`config.mk`:
```
export PLATFORM = sky130hd
export DESIGN_NAME = fixed_block_pool_allocator_flat
export DESIGN_NICKNAME = d
export VERILOG_FILES = /design/src/rtl/core/fbpa_pkg.sv /design/src/rtl/core/fbpa_if.sv /design/src/rtl/core/fbpa_slot_ram.sv /design/src/rtl/core/fbpa_div.sv /design/src/rtl/core/fixed_block_pool_allocator.sv /design/src/flat_wrapper.sv
export VERILOG_INCLUDE_DIRS = /design/src /design/src/rtl/core
export SDC_FILE = /design/constraint.sdc
export NUM_CORES = 2
export LEC_CHECK = 0
export ABC_CLOCK_PERIOD_IN_PS = 12950
export BUFFER_PORTS_ARGS = -buffer_cell sky130_fd_sc_hd__buf_4
export CAP_MARGIN = 20
export CELL_PAD_IN_SITES_DETAIL_PLACEMENT = 1
export CELL_PAD_IN_SITES_GLOBAL_PLACEMENT = 1
export CORE_MARGIN = 2
export CORE_UTILIZATION = 48
export DETAILED_ROUTE_END_ITERATION = 16
export GPL_ROUTABILITY_DRIVEN = 0
export MAX_ROUTING_LAYER = met4
export PLACE_DENSITY = 0.83
export SLEW_MARGIN = 20
export SYNTH_ARGS = -nofsm -noshare
export SYNTH_HDL_FRONTEND = slang
export SYNTH_SLANG_ARGS = --single-unit
```
`constraint.sdc`:
```
create_clock -name i_clk -period 12.95 [get_ports i_clk]
set_input_delay 3.885 -clock i_clk [delete_from_list [all_inputs] [get_ports i_clk]]
set_output_delay 3.885 -clock i_clk [all_outputs]
set_load 0.03 [all_outputs]
```
`src/rtl/core/fixed_block_pool_allocator_macros.svh`:
```
// ----------------------------------------------------------------------------
// Fixed block pool allocator assertion macros
// Concurrent check wrappers used by the allocator's assertions.
// ----------------------------------------------------------------------------
`ifndef FIXED_BLOCK_POOL_ALLOCATOR_MACROS_SVH
`define FIXED_BLOCK_POOL_ALLOCATOR_MACROS_SVH

// cond holds at every clock edge outside reset
`define FBPA_ASSERT_HOLDS(label, clk, rst_n, cond) \
    label: assert property (@(posedge clk) disable iff (!rst_n) (cond)) \
        else $error("fbpa: invariant broken");

// cons holds in the cycle after ante
`define FBPA_ASSERT_NEXT(label, clk, rst_n, ante, cons) \
    label: assert property (@(posedge clk) disable iff (!rst_n) (ante) |=> (cons)) \
        else $error("fbpa: next-cycle check failed");

`endif

```
`src/rtl/core/fbpa_pkg.sv`:
```
// ----------------------------------------------------------------------------
// Fixed block pool allocator package
// Field widths, operation and register codes, word and divider types.
// ----------------------------------------------------------------------------
package fbpa_pkg;

    localparam int ADDR_W       = 20;
    localparam int SIZE_W       = 16;
    localparam int FREE_W       = 9;
    localparam int KIND_W       = 2;
    localparam int CFG_IDX_W    = 2;
    localparam int CFG_DATA_W   = 20;
    localparam int HEADER_BYTES = 16;
    localparam int STEP_W       = SIZE_W + 1;
    // header size bounds the slot step from below, so the top quotient bits are zero
    localparam int QUO_W        = ADDR_W - $clog2(HEADER_BYTES);

    localparam logic [SIZE_W-1:0] MIN_PAGE   = 16'd8;
    localparam logic [SIZE_W-1:0] PAGE_RESET = 16'd8;

    localparam logic [KIND_W-1:0] KIND_ACQUIRE = 2'd0;
    localparam logic [KIND_W-1:0] KIND_RELEASE = 2'd1;
    localparam logic [KIND_W-1:0] KIND_REINIT  = 2'd2;

    localparam logic [CFG_IDX_W-1:0] CFG_REGION_PRESENT = 2'd0;
    localparam logic [CFG_IDX_W-1:0] CFG_REGION_BYTES   = 2'd1;
    localparam logic [CFG_IDX_W-1:0] CFG_PAGE_BYTES     = 2'd2;

    typedef struct packed {
        logic [KIND_W-1:0] kind;
        logic [SIZE_W-1:0] req_size;
        logic              null_ptr;
        logic [ADDR_W-1:0] addr_offset;
    } t_req;

    typedef struct packed {
        logic              ok;
        logic [ADDR_W-1:0] block_offset;
        logic [FREE_W-1:0] free_slots;
        logic [SIZE_W-1:0] next_size;
    } t_rsp;

    typedef struct packed {
        logic              done;
        logic [QUO_W-1:0]  quo;
        logic [STEP_W-1:0] rem;
    } t_div_res;

endpackage

```
`src/rtl/core/fbpa_if.sv`:
```
// ----------------------------------------------------------------------------
// Fixed block pool allocator channels
// Valid/ready request and response channels with their payload words.
// ----------------------------------------------------------------------------
interface fbpa_req_if;
    logic           valid;
    logic           ready;
    fbpa_pkg::t_req data;

    modport source (output valid, output data, input ready);
    modport sink   (input valid, input data, output ready);
endinterface

interface fbpa_rsp_if;
    logic           valid;
    logic           ready;
    fbpa_pkg::t_rsp data;

    modport source (output valid, output data, input ready);
    modport sink   (input valid, input data, output ready);
endinterface

```
`src/rtl/core/fbpa_slot_ram.sv`:
```
// ----------------------------------------------------------------------------
// Fixed block pool allocator slot memory
// One write port, one read port, registered read data.
// ----------------------------------------------------------------------------
module fbpa_slot_ram #(
    parameter int DEPTH = 256,
    parameter int WIDTH = 9,
    localparam int IW   = $clog2(DEPTH)
) (
    input  logic             i_clk,
    input  logic             i_we,
    input  logic [IW-1:0]    i_waddr,
    input  logic [WIDTH-1:0] i_wdata,
    input  logic [IW-1:0]    i_raddr,
    output logic [WIDTH-1:0] o_rdata
);

    logic [WIDTH-1:0] r_mem [DEPTH];
    logic [WIDTH-1:0] r_rdata;

    always_ff @(posedge i_clk) begin
        if (i_we) begin
            r_mem[i_waddr] <= i_wdata;
        end
        r_rdata <= r_mem[i_raddr];
    end

    assign o_rdata = r_rdata;

endmodule

```
`src/rtl/core/fbpa_div.sv`:
```
// ----------------------------------------------------------------------------
// Fixed block pool allocator divider
// Restoring divider, one quotient bit per cycle, for offsets over slot step.
// ----------------------------------------------------------------------------
module fbpa_div (
    input  logic                              i_clk,
    input  logic                              i_rst_n,
    input  logic                              i_start,
    input  logic [fbpa_pkg::ADDR_W-1:0]       i_dividend,
    input  logic [fbpa_pkg::STEP_W-1:0]       i_divisor,
    output fbpa_pkg::t_div_res                o_res
);

    localparam int AW    = fbpa_pkg::ADDR_W;
    localparam int SW    = fbpa_pkg::STEP_W;
    localparam int QW    = fbpa_pkg::QUO_W;
    localparam int CNT_W = $clog2(QW + 1);

    logic             r_busy;
    logic [CNT_W-1:0] r_cnt;
    logic [SW-1:0]    r_rem;
    logic [SW-1:0]    r_div;
    logic [QW-1:0]    r_dq;
    logic [SW:0]      w_sh;
    logic [SW:0]      w_trial;
    logic             w_ge;

    assign w_sh    = {r_rem, r_dq[QW-1]};
    assign w_ge    = w_sh >= {1'b0, r_div};
    assign w_trial = w_sh - {1'b0, r_div};

    always_ff @(posedge i_clk) begin
        if (!i_rst_n) begin
            r_busy <= 1'b0;
            r_cnt  <= '0;
        end else if (i_start) begin
            r_busy <= 1'b1;
            r_cnt  <= CNT_W'(QW);
        end else if (r_busy) begin
            if (r_cnt != '0) begin
                r_cnt <= r_cnt - CNT_W'(1);
            end else begin
                r_busy <= 1'b0;
            end
        end
    end

    always_ff @(posedge i_clk) begin
        if (i_start) begin
            r_rem <= SW'(i_dividend[AW-1:QW]);
            r_dq  <= i_dividend[QW-1:0];
            r_div <= i_divisor;
        end else if (r_busy && r_cnt != '0) begin
            r_rem <= w_ge ? w_trial[SW-1:0] : w_sh[SW-1:0];
            r_dq  <= {r_dq[QW-2:0], w_ge};
        end
    end

    assign o_res.done = r_busy && (r_cnt == '0);
    assign o_res.quo  = r_dq;
    assign o_res.rem  = r_rem;

endmodule

```
`src/rtl/core/fixed_block_pool_allocator.sv`:
```
// ----------------------------------------------------------------------------
// Fixed block pool allocator
// Hands out equal slots of a region: each slot is a 16-byte header plus a
// payload of page_bytes, and free slots sit on a linked free list held in an
// on-chip slot memory (link and used mark per slot). One word in gives one
// word out. An acquire does one read-modify-write of the slot memory. A
// non-null release that lies inside the region runs through the 16-step
// serial divider that finds the slot index and checks the slot boundary;
// one that lands on a boundary below the fresh-slot pointer then does a
// read-modify-write. A reinitialise runs through the same divider to count
// the slots. A null release and any request rejected before the divider are
// answered from the idle state, without the divider. No clearing
// pass is needed after reset or reinitialise: slots are handed out from a
// fresh-slot pointer until first release, and only entries below it are read.
// A result waiting at the output does not stop the next word being accepted;
// a second finished result is held inside and blocks the input until the
// output drains.
// ----------------------------------------------------------------------------
`include "fixed_block_pool_allocator_macros.svh"

module fixed_block_pool_allocator #(
    parameter int MAX_SLOTS = 256
) (
    input  logic                               i_clk,
    input  logic                               i_rst_n,
    input  logic                               i_cfg_we,
    input  logic [fbpa_pkg::CFG_IDX_W-1:0]     i_cfg_idx,
    input  logic [fbpa_pkg::CFG_DATA_W-1:0]    i_cfg_data,
    fbpa_req_if.sink                           i_req,
    fbpa_rsp_if.source                         o_rsp
);

    localparam int AW    = fbpa_pkg::ADDR_W;
    localparam int PW    = fbpa_pkg::SIZE_W;
    localparam int STW   = fbpa_pkg::STEP_W;
    localparam int QW    = fbpa_pkg::QUO_W;
    localparam int FW    = fbpa_pkg::FREE_W;
    localparam int SW    = $clog2(MAX_SLOTS);
    localparam int CW    = $clog2(MAX_SLOTS + 1);
    localparam int MW    = SW + 1;
    localparam int CMP_W = QW + 1;

    localparam logic [AW-1:0]  HDR_OFF  = AW'(fbpa_pkg::HEADER_BYTES);
    localparam logic [STW-1:0] HDR_STEP = STW'(fbpa_pkg::HEADER_BYTES);

    typedef enum logic [3:0] {
        S_IDLE = 4'b0001,
        S_DIV  = 4'b0010,
        S_READ = 4'b0100,
        S_OUT  = 4'b1000
    } t_state;

    t_state                        r_state, n_state;
    logic                          r_present;
    logic [AW-1:0]                 r_region;
    logic [PW-1:0]                 r_page;
    logic [SW-1:0]                 r_head, n_head;
    logic [CW-1:0]                 r_fresh, n_fresh;
    logic [CW-1:0]                 r_count, n_count;
    logic [CW-1:0]                 r_stack, n_stack;
    logic [CW-1:0]                 r_free_total, n_free_total;
    logic [fbpa_pkg::KIND_W-1:0]   r_kind, n_kind;
    logic [SW-1:0]                 r_slot, n_slot;
    logic [AW-1:0]                 r_prod, n_prod;
    fbpa_pkg::t_rsp                r_res;
    logic                          r_out_valid;
    fbpa_pkg::t_rsp                r_out;

    logic [STW-1:0]                w_step;
    logic                          w_stack_any;
    logic [SW-1:0]                 w_eff_head;
    logic [AW-1:0]                 w_prod;
    logic [AW-1:0]                 w_hdr;
    logic                          w_accept;
    logic                          w_out_free;
    logic                          w_fin;
    logic                          w_res_ok;
    logic [AW-1:0]                 w_res_off;
    fbpa_pkg::t_rsp                w_res;
    logic                          w_load;
    fbpa_pkg::t_rsp                w_load_data;
    logic                          w_acq_rd;

    logic                          w_div_start;
    logic [AW-1:0]                 w_dividend;
    fbpa_pkg::t_div_res            w_div;

    logic                          w_ram_we;
    logic [SW-1:0]                 w_ram_waddr;
    logic [MW-1:0]                 w_ram_wdata;
    logic [SW-1:0]                 w_ram_raddr;
    logic [MW-1:0]                 w_ram_rdata;
    logic                          w_rd_used;
    logic [SW-1:0]                 w_rd_link;

    fbpa_div u_div (
        .i_clk      (i_clk),
        .i_rst_n    (i_rst_n),
        .i_start    (w_div_start),
        .i_dividend (w_dividend),
        .i_divisor  (w_step),
        .o_res      (w_div)
    );

    fbpa_slot_ram #(
        .DEPTH (MAX_SLOTS),
        .WIDTH (MW)
    ) u_slot_ram (
        .i_clk   (i_clk),
        .i_we    (w_ram_we),
        .i_waddr (w_ram_waddr),
        .i_wdata (w_ram_wdata),
        .i_raddr (w_ram_raddr),
        .o_rdata (w_ram_rdata)
    );

    assign w_step      = {1'b0, r_page} + HDR_STEP;
    assign w_stack_any = r_stack != '0;
    assign w_eff_head  = w_stack_any ? r_head : r_fresh[SW-1:0];
    assign w_prod      = AW'(w_eff_head) * AW'(w_step);
    assign w_hdr       = i_req.data.addr_offset - HDR_OFF;
    assign w_accept    = i_req.valid && i_req.ready;
    assign w_out_free  = !r_out_valid || o_rsp.ready;
    assign w_rd_used   = w_ram_rdata[MW-1];
    assign w_rd_link   = w_ram_rdata[SW-1:0];
    assign w_acq_rd    = (r_state == S_READ) && (r_kind == fbpa_pkg::KIND_ACQUIRE);

    assign i_req.ready = r_state == S_IDLE;
    assign o_rsp.valid = r_out_valid;
    assign o_rsp.data  = r_out;

    always_comb begin
        n_state      = r_state;
        n_head       = r_head;
        n_fresh      = r_fresh;
        n_count      = r_count;
        n_stack      = r_stack;
        n_free_total = r_free_total;
        n_kind       = r_kind;
        n_slot       = r_slot;
        n_prod       = r_prod;
        w_fin        = 1'b0;
        w_res_ok     = 1'b0;
        w_res_off    = '0;
        w_div_start  = 1'b0;
        w_dividend   = w_hdr;
        w_ram_we     = 1'b0;
        w_ram_waddr  = r_slot;
        w_ram_wdata  = {1'b1, w_rd_link};
        w_ram_raddr  = w_eff_head;

        case (r_state)
            S_IDLE: begin
                if (w_accept) begin
                    n_kind = i_req.data.kind;
                    n_slot = w_eff_head;
                    n_prod = w_prod;
                    case (i_req.data.kind)
                        fbpa_pkg::KIND_ACQUIRE: begin
                            if (i_req.data.req_size != '0 && i_req.data.req_size <= r_page
                                && r_free_total != '0) begin
                                n_state = S_READ;
                            end else begin
                                w_fin = 1'b1;
                            end
                        end
                        fbpa_pkg::KIND_RELEASE: begin
                            if (i_req.data.null_ptr) begin
                                w_fin    = 1'b1;
                                w_res_ok = 1'b1;
                            end else if (r_present && i_req.data.addr_offset >= HDR_OFF
                                         && w_hdr < r_region) begin
                                w_div_start = 1'b1;
                                n_state     = S_DIV;
                            end else begin
                                w_fin = 1'b1;
                            end
                        end
                        fbpa_pkg::KIND_REINIT: begin
                            if (r_present && r_page >= fbpa_pkg::MIN_PAGE) begin
                                w_div_start = 1'b1;
                                w_dividend  = r_region;
                                n_state     = S_DIV;
                            end else begin
                                w_fin = 1'b1;
                            end
                        end
                        default: begin
                            w_fin = 1'b1;
                        end
                    endcase
                end
            end
            S_DIV: begin
                if (w_div.done) begin
                    if (r_kind == fbpa_pkg::KIND_REINIT) begin
                        if (CMP_W'(w_div.quo) > CMP_W'(MAX_SLOTS)) begin
                            n_count      = CW'(MAX_SLOTS);
                            n_free_total = CW'(MAX_SLOTS);
                        end else begin
                            n_count      = CW'(w_div.quo);
                            n_free_total = CW'(w_div.quo);
                        end
                        n_fresh  = '0;
                        n_stack  = '0;
                        n_head   = '0;
                        w_fin    = 1'b1;
                        w_res_ok = 1'b1;
                    end else begin
                        w_ram_raddr = w_div.quo[SW-1:0];
                        n_slot      = w_div.quo[SW-1:0];
                        if (w_div.rem == '0 && CMP_W'(w_div.quo) < CMP_W'(r_fresh)) begin
                            n_state = S_READ;
                        end else begin
                            w_fin = 1'b1;
                        end
                    end
                end
            end
            S_READ: begin
                w_fin = 1'b1;
                if (r_kind == fbpa_pkg::KIND_ACQUIRE) begin
                    w_ram_we     = 1'b1;
                    w_ram_wdata  = {1'b1, w_rd_link};
                    if (w_stack_any) begin
                        n_head  = w_rd_link;
                        n_stack = r_stack - CW'(1);
                    end else begin
                        n_fresh = r_fresh + CW'(1);
                    end
                    n_free_total = r_free_total - CW'(1);
                    w_res_ok     = 1'b1;
                    w_res_off    = r_prod + HDR_OFF;
                end else if (w_rd_used) begin
                    w_ram_we     = 1'b1;
                    w_ram_wdata  = {1'b0, w_eff_head};
                    n_head       = r_slot;
                    n_stack      = r_stack + CW'(1);
                    n_free_total = r_free_total + CW'(1);
                    w_res_ok     = 1'b1;
                end
            end
            S_OUT: begin
            end
            default: begin
                n_state = S_IDLE;
            end
        endcase

        w_res.ok           = w_res_ok;
        w_res.block_offset = w_res_off;
        w_res.free_slots   = FW'(n_free_total);
        w_res.next_size    = (n_free_total != '0) ? r_page : '0;

        w_load      = 1'b0;
        w_load_data = w_res;
        if (w_fin) begin
            if (w_out_free) begin
                w_load  = 1'b1;
                n_state = S_IDLE;
            end else begin
                n_state = S_OUT;
            end
        end
        if (r_state == S_OUT && w_out_free) begin
            w_load      = 1'b1;
            w_load_data = r_res;
            n_state     = S_IDLE;
        end
    end

    always_ff @(posedge i_clk) begin
        if (!i_rst_n) begin
            r_state      <= S_IDLE;
            r_present    <= 1'b0;
            r_region     <= '0;
            r_page       <= fbpa_pkg::PAGE_RESET;
            r_head       <= '0;
            r_fresh      <= '0;
            r_count      <= '0;
            r_stack      <= '0;
            r_free_total <= '0;
            r_out_valid  <= 1'b0;
        end else begin
            r_state      <= n_state;
            r_head       <= n_head;
            r_fresh      <= n_fresh;
            r_count      <= n_count;
            r_stack      <= n_stack;
            r_free_total <= n_free_total;
            if (w_load) begin
                r_out_valid <= 1'b1;
            end else if (o_rsp.ready) begin
                r_out_valid <= 1'b0;
            end
            if (i_cfg_we) begin
                case (i_cfg_idx)
                    fbpa_pkg::CFG_REGION_PRESENT: r_present <= i_cfg_data[0];
                    fbpa_pkg::CFG_REGION_BYTES:   r_region  <= i_cfg_data[AW-1:0];
                    fbpa_pkg::CFG_PAGE_BYTES:     r_page    <= i_cfg_data[PW-1:0];
                    default: begin
                    end
                endcase
            end
        end
    end

    always_ff @(posedge i_clk) begin
        r_kind <= n_kind;
        r_slot <= n_slot;
        r_prod <= n_prod;
        if (w_fin) begin
            r_res <= w_res;
        end
        if (w_load) begin
            r_out <= w_load_data;
        end
    end

    `FBPA_ASSERT_HOLDS(a_free_split, i_clk, i_rst_n, r_free_total == r_stack + (r_count - r_fresh))
    `FBPA_ASSERT_HOLDS(a_fresh_bound, i_clk, i_rst_n, r_fresh <= r_count)
    `FBPA_ASSERT_NEXT(a_acquire_dec, i_clk, i_rst_n, w_acq_rd, r_free_total == $past(r_free_total) - CW'(1))

endmodule
```
`src/flat_wrapper.sv`:
```
// flat-port wrapper written by rule: the top's interface ports become plain ports
module fixed_block_pool_allocator_flat 
#(
    parameter int MAX_SLOTS = 256
)
  (i_clk, i_rst_n, i_cfg_we, i_cfg_idx, i_cfg_data, i_req_valid, i_req_data, i_req_ready, o_rsp_valid, o_rsp_data, o_rsp_ready);
  fbpa_req_if i_req_i ();
  fbpa_rsp_if o_rsp_i ();
  input  logic i_clk;
  input  logic i_rst_n;
  input  logic i_cfg_we;
  input  logic [fbpa_pkg::CFG_IDX_W-1:0] i_cfg_idx;
  input  logic [fbpa_pkg::CFG_DATA_W-1:0] i_cfg_data;
  input wire logic [$bits(i_req_i.valid)-1:0] i_req_valid;
  input wire logic [$bits(i_req_i.data)-1:0] i_req_data;
  output wire logic [$bits(i_req_i.ready)-1:0] i_req_ready;
  output wire logic [$bits(o_rsp_i.valid)-1:0] o_rsp_valid;
  output wire logic [$bits(o_rsp_i.data)-1:0] o_rsp_data;
  input wire logic [$bits(o_rsp_i.ready)-1:0] o_rsp_ready;
  assign i_req_i.valid = i_req_valid;
  assign i_req_i.data = i_req_data;
  assign i_req_ready = i_req_i.ready;
  assign o_rsp_valid = o_rsp_i.valid;
  assign o_rsp_data = o_rsp_i.data;
  assign o_rsp_i.ready = o_rsp_ready;
  fixed_block_pool_allocator #(.MAX_SLOTS(MAX_SLOTS)) u_core (.i_clk(i_clk), .i_rst_n(i_rst_n), .i_cfg_we(i_cfg_we), .i_cfg_idx(i_cfg_idx), .i_cfg_data(i_cfg_data), .i_req(i_req_i), .o_rsp(o_rsp_i));
endmodule
```
==> After elaboration in Yosys (flattened, before gate mapping) <==
Memory sizes are Yosys's and may differ from the RTL's. A register that Yosys moved wholly into a read port is not among the register bits.
Cells that the tools add are included.
{ "totals": {"register_bits": 255, "ramBits": 2304, "out_inout_bits": 48, "n_memories": 1} }
{ "memory_table": {"columns": ["memory", "words", "word_bits", "read_ports", "rd_ports_with_merged_regs", "wr", "line", "text"], "rows": [
  ["u_core.u_slot_ram.r_mem", 256, 9, 1, 1, 1, "fbpa_slot_ram.sv:18", "logic [WIDTH-1:0] r_mem [DEPTH];"]
]} }
{ "op_classes": {"n_addsub": 10, "n_mul": 1, "n_lt_le_gt_ge": 7, "n_eq_ne": 27, "mux": 95, "bitwise_logic": 1, "reduce_logical": 41} }
{ "ops": {"columns": ["op", "n"], "rows": [
  ["$mux W9", 15],
  ["$mux W20", 6],
  ["$mux W8", 12],
  ["$pmux W9 S2", 3],
  ["$mux W16", 3],
  ["$mux W4", 12],
  ["$mux W46", 1],
  ["$pmux W8 S2", 2],
  ["$mux W1", 31],
  ["$add A9 B1 Y9 const B", 3],
  ["$reduce_bool A9 Y1", 3],
  ["$pmux W4 S3", 2],
  ["$add A20 B5 Y20 const B", 1],
  ["$ge A20 B5 Y1 const B", 1],
  ["$lt A20 B20 Y1", 1],
  ["$mul A8 B17 Y20", 1],
  ["$sub A20 B5 Y20 const B", 1],
  ["$ge A18 B17 Y1", 1],
  ["$sub A9 B1 Y9 const B", 2],
  ["$add A16 B5 Y17 const B", 1],
  ["$logic_not A17 Y1", 1],
  ["$mux W17", 1],
  ["$sub A17 B17 Y17", 1],
  ["$ge A16 B4 Y1 const B", 1],
  ["34 further kinds", 76]
]} }

==> Longest topological paths before layout <==
{ "logic_depth": {"word_depth": 11, "depth_mapped": 25, "mapped_depth_nobuf": 23} }

==> Hierarchy <==
A second synthesis with hierarchy kept.
{ "hier_totals": {"cells_unflattened": 6162, "area_unflattened_um2": 107092.7} }
{ "modules_own_cells": {"columns": ["module", "instances", "cells_per_inst", "area_per_inst_um2"], "rows": [
  ["fbpa_slot_ram", 1, 4237, 89278.1],
  ["fixed_block_pool_allocator", 1, 1595, 14406.3],
  ["fbpa_div", 1, 330, 3408.3]
]} }

==> Worst setup path before layout <==
OpenSTA, ideal clock, no wires.
{ "synth_timing": {"path_type": "register to register", "startpoint": "reg u_core.r_state[2]", "endpoint": "mem u_core.u_slot_ram.r_mem[0][7] (data pin)", "arrival_time_ps": 8497, "slack_ps": 2874, "path_stages_with_launch": 8, "path_buffers": 2, "synth_period_minus_slack_ps": 10076, "cell_sequence": "dfxtp_1 > nand2b_1 > nor3_1 > and3_1 > clkbuf_1 > clkbuf_1 > nor2_1 > a21oi_1"} }
{ "synth_between": {"elab_chain_len": 2} }
{ "synth_lines": {"columns": ["item", "line", "text"], "rows": [
  ["from (decl)", "fixed_block_pool_allocator.sv:53", "t_state r_state, n_state;"],
  ["from (signal assigned)", "fixed_block_pool_allocator.sv:285", "r_state <= n_state;"],
  ["$eq A4 B3 Y1", null, null],
  ["$mux W9", "fixed_block_pool_allocator.sv:152", "case (r_state)"],
  ["net u_core.u_slot_ram.i_wdata[7]", "fbpa_slot_ram.sv:13", "input logic [WIDTH-1:0] i_wdata,"],
  ["to (decl)", "fbpa_slot_ram.sv:18", null]
]} }
The timed path passes the listed nets, and every way through them passes these cells.

==> Final worst setup path <==
{ "layout_timing": {"startpoint": "in i_req_data[6]", "endpoint": "reg u_core.r_out (netlist bit u_core.o_rsp.data[40]) (enable)"} }
{ "layout_between": {"elab_chain_len": 10, "elab_cells_between_ends": 12} }
{ "layout_lines": {"columns": ["item", "line", "text"], "rows": [
  ["from (decl)", "flat_wrapper.sv:15", "input wire logic [$bits(i_req_i.data)-1:0] i_req_data;"],
  ["$sub A20 B5 Y20 or $ge A20 B5 Y1 (tied branches)", "fixed_block_pool_allocator.sv:121, fixed_block_pool_allocator.sv:171", null],
  ["$lt A20 B20 Y1 or $logic_and A1 B1 Y1 (tied branches)", "fixed_block_pool_allocator.sv:172, fixed_block_pool_allocator.sv:171", null],
  ["$logic_and A1 B1 Y1 (*)", "fixed_block_pool_allocator.sv:172", "&& w_hdr < r_region) begin"],
  ["$mux W1 (*)", "fixed_block_pool_allocator.sv:171", "end else if (r_present && i_req.data.addr_offset >= HDR_OFF"],
  ["$mux W1 (*)", "fixed_block_pool_allocator.sv:168", "if (i_req.data.null_ptr) begin"],
  ["$pmux W1 S3 (*)", "fixed_block_pool_allocator.sv:158", "case (i_req.data.kind)"],
  ["$mux W1 (*)", "fixed_block_pool_allocator.sv:154", "if (w_accept) begin"],
  ["$pmux W1 S3 (*)", "fixed_block_pool_allocator.sv:152", null],
  ["$mux W1 (*)", "fixed_block_pool_allocator.sv:257", "if (w_fin) begin"],
  ["$mux W1 (*)", "fixed_block_pool_allocator.sv:265", "if (r_state == S_OUT && w_out_free) begin"],
  ["net u_core.w_load", "fixed_block_pool_allocator.sv:80", "logic w_load;"],
  ["to (signal assigned)", "fixed_block_pool_allocator.sv:316", "r_out <= w_load_data;"],
  ["to (decl)", "fixed_block_pool_allocator.sv:67", "fbpa_pkg::t_rsp r_out;"]
]} }
Mark *: on every way through the listed nets, which the timed path passes. The rest lies on a longest branch.
A chain may end at the register's enable or synchronous reset.

==> impl_metrics.json <==
{
  "synth_compound_area_share_pct": 8.87,
  "fin_cells": 11500,
  "rsz0062_at_grt": "false",
  "ir_worst_vdd_mv": 0.167,
  "ctsHoldBuffers": 0,
  "num_vias": 75500,
  "worst_pin_slew_ps": 1220,
  "drt-total-wl_um": 363000,
  "stdcell_area_um2": 120000,
  "dp_cells": 11000,
  "syn_nets": 8564,
  "dieHeight_um": 478,
  "antenna_left": 0,
  "critPathRequiredTime_ps": 13620,
  "maxCapViolations": 0,
  "io_pins": 114,
  "power.leakage_nw": 42.5,
  "finalCritPeriodShare_pct": 63.0,
  "drtIter0Drc": 10300,
  "synthCells": 8304,
  "clk_latency_ps": 970,
  "yosysWarnings": 0,
  "clockBufferDepth": 4,
  "core_um2": 224000,
  "post_drt_wl_per_cell_um": 31.5,
  "synth-simple-area-share_pct": 11.6,
  "yosys_most_used_dff": "edfxtp_1",
  "pre_cts_ws_ps": 4020,
  "critical_path_class": "in -> reg",
  "r2r_cells": 15,
  "drive_gt1_share_pct": 8.21,
  "cts-root-buf": "clkbuf_16",
  "cts.htree.levels": 5,
  "post-route-util_pct": 53.7,
  "worst_slack_ps": 4790,
  "initial_core_util_pct": 48.1,
  "fin_skew_ps": 89.2,
  "cts_made_buffers": 276,
  "ys_seq_elements": 2568,
  "antenna_found_initial": 15,
  "die_x_um": 478,
  "synth-adder-area-share_pct": 2.83,
  "grt_overflow": 0,
  "status": "finished clean",
  "avgSynthCellArea_um2": 13.0,
  "synthToLayoutAreaGrowth_pct": 11.6,
  "track_usage_pct": 31.9,
  "synth.distinct_cells": 82,
  "finalSetupViolCount": 0,
  "drc": 0,
  "yosysSeqAreaShare_pct": 70.5,
  "io_buffers": 113,
  "synthArstFlopShare_pct": 0,
  "cp-end-kind": "flop",
  "path_clk_slew_ps": 50,
  "postCtsSetupBuffers": 0,
  "hold_viol_final": 0,
  "grt_max_degree": 211,
  "worstPathMaxFanout": 32,
  "cts_tree": "done",
  "std_cell_rows": 174,
  "power.density_nw_per_um2": 140,
  "hold_path_class": "reg -> reg",
  "synth_area_um2": 108000,
  "fmax_mhz": 123,
  "synth-xor-area-share_pct": 0.682,
  "nNetsFinal": 8588,
  "clock-sinks": 2568,
  "vias_per_cell": 6.55,
  "grt_pass1_vias": 78800,
  "final-max-slew-violation-count": 0,
  "period_needed_ps": 8160,
  "synth_top_family_by_area": "simple AND/OR/NAND/NOR gates",
  "tns_ps": 0,
  "synth_mux_area_share_pct": 2.92,
  "hold_depth": 2,
  "grt_pass1_wl_um": 526000,
  "die-area_um2": 229000,
  "cts_resized": 0,
  "worst_setup_path_start_kind": "input pin",
  "postPlaceCellArea_um2": 112000,
  "max-slew-margin-rel_pct": 17.8,
  "worstPathArrival_ps": 8830,
  "synth_edf_count": 2463,
  "hpwl_um": 212000,
  "drtPass1Iterations": 8
}
==> report_power, final <==
group	internal (mW)	switching, mW	total [mW]
logic	0.105	0.202	0.308
registers	9.02	0.0394	9.06
clock network	4.24	3.23	7.47
total	13.4	3.47	16.8
==> layout by cell type, fill, tap and decap left out, drive strengths merged, types with 163 or more instances in the layout <==
master and count:
nor2 466, inv 181, buf 262, mux2i 296
nor4 200, o22ai 163, clkbuf 335, and3 177
nand2 1808, a21oi 647, edfxtp 2463
==> path summary, 6_finish.rpt <==
path / slack, ps / endpoint / from
worst min register to register: 460 / u_core.r_region[17] / u_core.r_region[17]
worst min-delay path: 460 / u_core.r_region[17] / u_core.r_region[17]
worst max register to register: 5740 / u_core.u_slot_ram.o_rdata[4] / u_core.r_state[1]
worst max-delay path: 4790 / u_core.o_rsp.data[40] / i_req_data[6]
==> cell usage after synthesis (28+ instances only) <==
cell / instances / area share, %
mux2i_1: 295 / 2.7
a311oi_1: 101 / 0.82
dfxtp_1: 105 / 1.9
a31oi_1: 95 / 0.55
o221ai_1: 40 / 0.32
a211oi_1: 121 / 0.84
nor4_1: 198 / 1.1
xor2_1: 28 / 0.23
ha_1: 110 / 1.3
nand2_1: 1808 / 6.3
a21o_1: 46 / 0.32
buf_2: 150 / 0.70
a21oi_1: 647 / 3.0
nor3_1: 41 / 0.19
xnor2_1: 56 / 0.45
inv_1: 175 / 0.61
o22ai_1: 163 / 0.94
nand3_1: 108 / 0.50
buf_1: 75 / 0.26
clkbuf_1: 289 / 1.0
o21ai_0: 99 / 0.46
edfxtp_1: 2463 / 69
and3_1: 177 / 1.0
fa_1: 84 / 1.6
nor2_1: 466 / 1.6
a2111oi_0: 75 / 0.61
==> cell families after synthesis <==
kind of cell	after synthesis
mux	310
buf+inv	696
flops	2568
fa+ha+maj	194
simple gates	2931
xor+xnor	84
compound gates	1521
==> sequential cells by signal, summed over array words and instances (netlist names), 2 cells and up <==
register                   cells
u_core.r_region               20
u_core.o_rsp.data             46
u_core.u_slot_ram.o_rdata      9
u_core.r_stack                 9
u_core.r_page                 16
u_core.r_prod                 20
u_core.u_div.r_cnt             5
u_core.u_div.r_div            17
u_core.r_fresh                 9
u_core.r_state                 4
u_core.r_free_total            9
u_core.r_slot                  8
u_core.r_res                  46
u_core.u_div.r_dq             16
u_core.u_slot_ram.r_mem     2304
u_core.r_kind                  2
u_core.u_div.r_rem            17
u_core.r_head                  8
==> through the flow <==
stage | power [mW] | hold slack (ps)
after floorplan | 9.41 | 436
after global placement | 9.52 | 449
after detailed placement | 9.54 | 464
after CTS | 16.8 | 472
after global routing | 17.2 | 500
final | 16.8 | 465
==> critical path, cell delays in order <==
cell,delay (ps)
buf_4,120
or4_1,530
nor2_1,140
nand2_1,130
nor4_1,510
nand2_1,140
xnor2_1,220
ha_1,290
a21o_1,190
a2111o_1,410
a31oi_1,270
o211ai_1,150
a31oi_1,460
a31oi_1,210
a2111oi_0,560
buf_4,240
nor2_4,100
buf_12,240
==> routing by layer <==
layer	wire length [um]	part of all wire, %	vias up	global-route usage (%)
li1	-	-	30800	-
met2	173000	48	5247	49.7
met5	0	0	-	-
met3	37300	10	1377	6.81
met4	25300	7.0	0	21.2
met1	127000	35	38000	37.5
==> layout make-up <==
type / instances / area, um^2
diodes: 22 / 55.1
well taps: 2992 / 3740
fillers: 21900 / 104000
inverters: 179 / 679
repair buffers: 263 / 2220
multi-input cells: 5040 / 29500
clock inverters: 120 / 896
flip-flops and latches: 2568 / 76100
clock buffers: 334 / 7290
No activity file was read; power rests on OpenSTA's default activity.
